$ cat src/hdl/lsc_pkg.sv
// ---------------------------------------------------------------------------
// lsc_pkg
// Shared types, constants and tables of the lookahead steering controller.
// ---------------------------------------------------------------------------
package lsc_pkg;

    localparam int MAX_WAYPOINTS = 256;
    localparam int CORDIC_STEPS  = 16;

    localparam int CW  = 24;              // coordinate width
    localparam int DW  = CW + 1;          // coordinate difference width
    localparam int XW  = 44;              // cordic x/y width
    localparam int ZW  = 29;              // cordic angle width, rad * 2^24
    localparam int HW  = 15;              // heading width
    localparam int BW  = ZW - 12;         // bearing width, rad * 4096
    localparam int EW  = BW + 1;          // error width
    localparam int GW  = 12;              // gain width
    localparam int PW  = EW + GW + 1;     // product width
    localparam int AVW = 23;              // angular velocity width

    localparam logic signed [ZW-1:0] PI_Q24 = ZW'(52707179);
    localparam logic signed [AVW-1:0] ANG_MAX = 23'sh3FFFFF;
    localparam logic signed [AVW-1:0] ANG_MIN = 23'sh400000;

    localparam logic CMD_LOAD = 1'b0;
    localparam logic CMD_TICK = 1'b1;

    typedef enum logic [1:0] {
        CFG_LOOKAHEAD = 2'd0,
        CFG_SPEED     = 2'd1,
        CFG_GAIN      = 2'd2
    } t_cfg_idx;

    typedef enum logic [2:0] {
        S_IDLE,
        S_SCAN,
        S_CSTART,
        S_CWAIT,
        S_ERR,
        S_MUL,
        S_RES
    } t_state;

    typedef struct packed {
        logic                 start;
        logic signed [DW-1:0] dx;
        logic signed [DW-1:0] dy;
    } t_cordic_req;

    typedef struct packed {
        logic                 done;
        logic signed [ZW-1:0] z;
    } t_cordic_rsp;

    function automatic logic signed [ZW-1:0] atan_q24(input logic [4:0] i);
        logic signed [ZW-1:0] v;
        case (i)
            5'd0:  v = ZW'(13176795);
            5'd1:  v = ZW'(7778716);
            5'd2:  v = ZW'(4110060);
            5'd3:  v = ZW'(2086331);
            5'd4:  v = ZW'(1047214);
            5'd5:  v = ZW'(524117);
            5'd6:  v = ZW'(262123);
            5'd7:  v = ZW'(131069);
            5'd8:  v = ZW'(65536);
            5'd9:  v = ZW'(32768);
            5'd10: v = ZW'(16384);
            5'd11: v = ZW'(8192);
            5'd12: v = ZW'(4096);
            5'd13: v = ZW'(2048);
            5'd14: v = ZW'(1024);
            5'd15: v = ZW'(512);
            5'd16: v = ZW'(256);
            5'd17: v = ZW'(128);
            5'd18: v = ZW'(64);
            5'd19: v = ZW'(32);
            5'd20: v = ZW'(16);
            5'd21: v = ZW'(8);
            5'd22: v = ZW'(4);
            5'd23: v = ZW'(2);
            default: v = '0;
        endcase
        return v;
    endfunction

endpackage

$ cat src/hdl/lsc_cordic.sv
// ---------------------------------------------------------------------------
// lsc_cordic
// Iterative vectoring CORDIC atan2, one micro-rotation per cycle.
// ---------------------------------------------------------------------------
module lsc_cordic #(
    parameter int STEPS = lsc_pkg::CORDIC_STEPS
) (
    input  logic                i_clk,
    input  logic                i_rst_n,
    input  lsc_pkg::t_cordic_req i_req,
    output lsc_pkg::t_cordic_rsp o_rsp
);
    localparam int XW = lsc_pkg::XW;
    localparam int ZW = lsc_pkg::ZW;
    localparam int DW = lsc_pkg::DW;
    localparam int IW = (STEPS > 1) ? $clog2(STEPS) : 1;

    logic signed [XW-1:0] r_x, r_y;
    logic signed [ZW-1:0] r_z;
    logic [IW-1:0]        r_i;
    logic                 r_busy, r_done, r_zero;

    logic signed [XW-1:0] init_x, init_y, ext_x, ext_y, xs, ys, step_x, step_y;
    logic signed [ZW-1:0] init_z, step_z, atan_v;
    logic                 last;

    always_comb begin
        ext_x = XW'({i_req.dx, 16'b0});
        ext_y = XW'({i_req.dy, 16'b0});
        ext_x = {{(XW-DW-16){i_req.dx[DW-1]}}, i_req.dx, 16'b0};
        ext_y = {{(XW-DW-16){i_req.dy[DW-1]}}, i_req.dy, 16'b0};
        if (i_req.dx[DW-1]) begin
            init_x = -ext_x;
            init_y = -ext_y;
            init_z = i_req.dy[DW-1] ? -lsc_pkg::PI_Q24 : lsc_pkg::PI_Q24;
        end else begin
            init_x = ext_x;
            init_y = ext_y;
            init_z = '0;
        end

        xs     = r_x >>> r_i;
        ys     = r_y >>> r_i;
        atan_v = lsc_pkg::atan_q24(5'(r_i));
        if (!r_y[XW-1]) begin
            step_x = r_x + ys;
            step_y = r_y - xs;
            step_z = r_z + atan_v;
        end else begin
            step_x = r_x - ys;
            step_y = r_y + xs;
            step_z = r_z - atan_v;
        end
        last = (r_i == IW'(STEPS - 1));
    end

    always_ff @(posedge i_clk) begin
        if (!i_rst_n) begin
            r_busy <= 1'b0;
            r_done <= 1'b0;
        end else begin
            r_done <= r_busy && last;
            if (i_req.start) begin
                r_busy <= 1'b1;
            end else if (r_busy && last) begin
                r_busy <= 1'b0;
            end
        end
        if (i_req.start) begin
            r_x    <= init_x;
            r_y    <= init_y;
            r_z    <= init_z;
            r_i    <= '0;
            r_zero <= (i_req.dx == '0) && (i_req.dy == '0);
        end else if (r_busy) begin
            r_x <= step_x;
            r_y <= step_y;
            r_z <= step_z;
            r_i <= r_i + IW'(1);
        end
    end

    assign o_rsp.done = r_done;
    assign o_rsp.z    = r_zero ? '0 : r_z;
endmodule

$ cat config.mk
export PLATFORM = sky130hd
export DESIGN_NAME = lsc_cordic
export DESIGN_NICKNAME = d
export VERILOG_FILES = /design/src/hdl/lsc_pkg.sv /design/src/hdl/lsc_cordic.sv
export SDC_FILE = /design/constraint.sdc
export NUM_CORES = 1
export LEC_CHECK = 0
export BUFFER_PORTS_ARGS = -buffer_cell sky130_fd_sc_hd__buf_2
export CAP_MARGIN = 20
export CORE_MARGIN = 2
export CORE_UTILIZATION = 65
export CTS_BUF_LIST = sky130_fd_sc_hd__clkbuf_8
export CTS_CLUSTER_DIAMETER = 40
export DETAILED_ROUTE_END_ITERATION = 12
export PLACE_DENSITY = 0.83
export RECOVER_POWER = 50
export SYNTH_ARGS = -nofsm -noshare
export SYNTH_HDL_FRONTEND = slang
export SYNTH_SLANG_ARGS = --single-unit
$ cat constraint.sdc
create_clock -name i_clk -period 13.4 [get_ports i_clk]
set_clock_uncertainty 0.1 [all_clocks]
set_input_delay 0.67 -clock i_clk [delete_from_list [all_inputs] [get_ports i_clk]]
set_output_delay 0.67 -clock i_clk [all_outputs]
set_load 0.02 [all_outputs]
## Yosys cells after proc, flatten, opt, wreduce, memory -nomap -nowiden

Memories as Yosys holds them, arrays and structs flattened. A register that Yosys moved wholly into a read port is not among the register bits.
Index checks and enable logic that the tools add are counted.

| storage, ports and cells | value |
|---|---|
| register bits after elaboration | 124 |
| input bits | 53 |
| output and inout bits | 30 |
| word-level logic and storage cells | 44 |
| memories | 1 |
| ROM bits | 384 |

Memory list:

| memory | depth | bits a word | rd ports | clocked after Yosys merged registers in | wr ports | line | source |
|---|---|---|---|---|---|---|---|
| (no name shown) | 16 | 24 | 1 | 1 | 0 | lsc_pkg.sv:57 | `case (i)` |

| cells by class | value |
|---|---|
| shifts and indexed selects | 2 |
| equal/unequal tests | 1 |
| reductions and logical operators | 6 |
| $add $sub $neg | 9 |
| mux-type cells | 18 |

Operators by type and width:

| operator | number |
|---|---|
| 44-bit two-way mux | 8 |
| 29-bit two-way mux | 6 |
| 44-bit adder | 2 |
| 41-bit negator with 44-bit output | 2 |
| 44-bit by 4-bit >>> shifter with 44-bit output | 2 |
| 44-bit subtractor | 2 |
| 25-bit logical NOT | 2 |
| 29-bit adder | 1 |
| 29-bit subtractor | 1 |
| 4-bit two-way mux | 2 |
| 4-bit by 1-bit adder with 4-bit output (second input constant) | 1 |
| 4-bit equality test (second input constant) | 1 |
| 2-bit nonzero test | 2 |
| 1-bit logical AND | 2 |
| 1-bit two-way mux | 2 |

## Logic depth before layout (Yosys ltp)

| logic depth | value |
|---|---|
| depth after elaboration | 5 |
| depth in mapped cells | 32 |
| mapped depth without buffers | 24 |

## Least setup slack after synthesis

No wires, ideal clock.

| path | value |
|---|---|
| kind | register -> register |
| start point | register r_i[3] |
| end point | register r_y[41], data pin |
| path slack | 6.735 ns |
| buffers on the path | 7 |
| library setup time | 0.267 ns |
| required time | 13.033 ns |
| cell stages (with the launch flop) | 27 |
| data arrival time | 6.298 ns |
| period minus slack after synthesis | 6.665 ns |
| path through | dfxtp_1 -> buf_2 -> clkbuf_1 -> clkbuf_1 -> clkbuf_1 -> clkbuf_1 -> clkbuf_1 -> clkbuf_1 -> a21oi_1 -> a21oi_1 -> ha_1 -> a21boi_1 -> and3_1 -> a21oi_1 -> xnor2_1 -> ha_1 -> and2_1 -> and3_1 -> a221o_1 -> nor2_1 -> a21oi_1 -> a221o_1 -> a211o_1 -> a221o_1 -> a222oi_1 -> mux2i_1 -> nand3_1 |

| on the way | value |
|---|---|
| longest elaborated chain between the ends | 5 |
| elaborated cells between the ends (all ways) | 6 |
| those cells by class | 2 x add/sub; 1 x shift; 3 x mux |

Ends and longest elaborated chain:

| item | line | source |
|---|---|---|
| start, declared | lsc_cordic.sv:20 | `logic [IW-1:0] r_i;` |
| start signal, assigned | lsc_cordic.sv:79 | `r_i <= r_i + IW'(1);` |
| 44-bit by 4-bit >>> shifter with 44-bit output * | lsc_cordic.sv:42 | `xs = r_x >>> r_i;` |
| 44-bit subtractor / 44-bit adder (equally long branches) | lsc_cordic.sv:47, lsc_cordic.sv:51 |  |
| 44-bit two-way mux * | lsc_cordic.sv:45 | `if (!r_y[XW-1]) begin` |
| 44-bit two-way mux * | lsc_cordic.sv:75 | `end else if (r_busy) begin` |
| 44-bit two-way mux * | lsc_cordic.sv:69 | `if (i_req.start) begin` |
| end signal, assigned | lsc_cordic.sv:71 | `r_y <= init_y;` |
| end signal, assigned | lsc_cordic.sv:77 | `r_y <= step_y;` |
| end, declared | lsc_cordic.sv:18 | `logic signed [XW-1:0] r_x, r_y;` |

Mark *: on every way between the ends. The rest lies on a longest branch, timed or not. The select of a mux whose other input is x is not followed.
A chain may end at the register's enable or synchronous reset.

## Worst setup path in the final report

| path | value |
|---|---|
| start point | register r_i[1] |
| end point | register r_y[42], data pin |

The elaborated chain is that of the path after synthesis.

==> out/results.ini <==
[sta]
fin_crit_sh = 0.556
whs_ns = 0.339
fin_crit_ns = 7.45
drv_slew = 220
grt_setup_unrepaired = false
setup_viol = 0
hold_viol = 0
fmax_ghz = 0.134
relSlewSlack = -1.75
fin_tns_setup_ns = 0
tightestPinTransition_ns = 4.12

[global_routing]
grt_max_degree = 100
grt_pass1_wl_um = 85800
antenna_found_initial = 0
grt_overflow = 0
track_usage = 0.337
grt_pass1_vias = 16894

[status]
status = complete, but fails checks
violations = capacitance limit, slew limit

[worst_setup_path]
critical_path.startpoint = r_i[1]
worstSetupPathType = reg2reg
cp_max_fo = 66
cp_slowest_stage_delay_ns = 0.84
worstPathArrival_ns = 7.60
critical_path_required_ns = 13.55
setup.worst_path.start_class = flip-flop
crit_path_end_kind = flip-flop
cp_cell_sequence = buf_4 > mux4_2 > nand2_1 > nand2_1 > a21oi_1 > ha_1 > a21boi_1 > and3_1 > and2_1 > nand2_1 > nor2_1 > nor2_1 > xnor2_1 > ha_1 > a21oi_1 > nor3b_1 > a31oi_1 > a211oi_1 > o21ai_0 > a211oi_1 > o21a_1 > nor2_1 > a211o_1
cp_slowest_cell = buf_4
r2r-start = r_i[1]

[clock_tree]
htreeDepth = 4
clkSinkCount = 147
cts_root_buf = clkbuf_8
path_clk_slew_ns = 0.10
ctsResizeCount = 0
clk_path_buf_depth = 2
hold_buffers = 0
post-cts-setup-buffers = 0
clk_latency_ns = 0.49
numCtsBuffers = 17
cts_tree = built

[routing]
num_vias = 17924
drc = 0
wl_per_cell_um = 20.0
drt_iter0_drc = 1645
drt_first_pass_iters = 6
avgViaCountPerCell = 6.72
routed_wirelength_um = 53200
ant_nets = 0

[final_layout]
drive_gt1_frac = 0.118
post-route-cell-area_sq_mm = 0.0205
final_nets = 2452
antenna_cells = 0
most-common-layout-cells = nand2_1 (210), a21oi_1 (197), nor2_1 (171), o21ai_0 (168), xnor2_1 (157)
area_growth_syn_to_layout_pct = 3.75
layout_commonest_cell = nand2_1

[die]
rows = 63
die_height_um = 178
die_w_um = 178
initial_core_util = 0.662
die-area_sq_mm = 0.0318
ios = 83
core_sq_mm = 0.0298

[worst_hold_path]
hp-start = i_rst_n
hold_path.class = in2reg

[placement]
dpl_cell_area_sq_mm = 0.0201
hpwlAfterDp_um = 40300
place.gp.congestion = 0.946
portBuffers = 82

[yosys]
avgSynthCellArea_sq_um = 8.69
yosysTopAreaCell = edfxtp_1
netlist_area_sq_mm = 0.0197
synth-edff-count = 118
yosys_warnings = 0
synth_nets = 2460
synth_top_cell_area_share = 0.180
ys_seq_area_frac = 0.209
synthArstFlopShare = 0
synth_ff_type = edfxtp_1
ys_types = 86
ys_ff_latch = 147
synthCells = 2271
synth_area_leaders = edfxtp_1 (18%), mux4_2 (8.6%), ha_1 (8.4%)

[run]
maxCapViolations = 3

-- Yosys cell counts (9+ instances only) --
cell type / number
o31ai_1: 22
mux2_2: 51
nand2b_1: 19
a211oi_1: 18
a21o_1: 67
clkbuf_1: 59
buf_6: 11
a221oi_1: 10
o21ai_0: 168
or2_2: 17
nor2b_1: 54
a21oi_1: 197
o21a_1: 15
xor2_1: 82
or3_1: 11
edfxtp_1: 118
nand2_1: 210
buf_1: 19
buf_2: 21
o21bai_1: 22
nand3_1: 46
o41ai_1: 10
mux2i_1: 74
nand4_1: 17
nor3_1: 39
ha_1: 133
dfxtp_1: 29
xnor2_1: 157
a31oi_1: 36
nor4_1: 13
mux4_1: 16
mux4_2: 75
and3_1: 27
o211ai_1: 15
a21boi_0: 9
and2_1: 33
inv_1: 65
nor2_1: 171
-- registers in the layout (all words and copies together), names as in the netlist --
signal,cells
r_z,29
r_done,1
r_i,4
atan_v,23
r_zero,1
r_busy,1
r_x,44
r_y,44
-- stage by stage --
stage,cells,setup WS [ns],util
3_3_place_gp,2634,6.38,0.675
5_1_grt,2666,5.32,0.687
6_report,2666,5.95,0.687
2_1_floorplan,2271,6.73,-
3_5_place_dp,2634,6.08,0.675
4_1_cts,2666,6.03,0.688
-- worst max-delay path, delay by kind of cell, from the launching register on --
kind,cells,cell delay (ns)
xor gates and xnor gates,1,0.15
adders and majority gates,2,0.60
muxes,1,0.68
AOI/OAI and AO/OA,9,2.52
and+or+nand+nor,9,1.52
DFF,1,0.75
buffers and inverters,1,0.84
-- layer usage --
| layer | GRT usage | part of all wire | vias to the layer above |
|---|---|---|---|
| li1 | - | - | 8453 |
| met1 | 0.426 | 0.41 | 8534 |
| met2 | 0.579 | 0.49 | 793 |
| met3 | 0.0367 | 0.059 | 144 |
| met4 | 0.154 | 0.045 | 0 |
| met5 | 0 | 0 | - |
-- layout make-up --
class / count / area (sq um)
inverters: 69 / 273
repair buffers: 92 / 450
multi-input cells: 1936 / 14700
clock buffers: 18 / 248
flip-flops and latches: 147 / 4140
well taps: 390 / 488
clock inverters: 14 / 153
fillers: 2451 / 9330
-- final timing paths --
check,to,slack [ns],cells after the start
worst min-delay path,r_busy,0.34,2
worst min register to register,r_done,0.47,2
worst max register to register,r_y[42],5.95,23
worst max-delay path,r_y[42],5.95,23
-- cells by family (layout without fill, tap and decap cells) --
| family | after synthesis | count (layout) | synth area share |
|---|---|---|---|
| flops | 147 | 147 | 0.209 |
| mux | 222 | 222 | 0.179 |
| buf+inv | 188 | 193 | 0.0450 |
| compound gates | 641 | 641 | 0.200 |
| xor+xnor | 239 | 239 | 0.106 |
| fa+ha+maj | 136 | 136 | 0.0874 |
| simple gates | 698 | 698 | 0.173 |
Power is not shown: default switching activity piles up to over one toggle a cycle in this logic, so the estimate is an artifact.
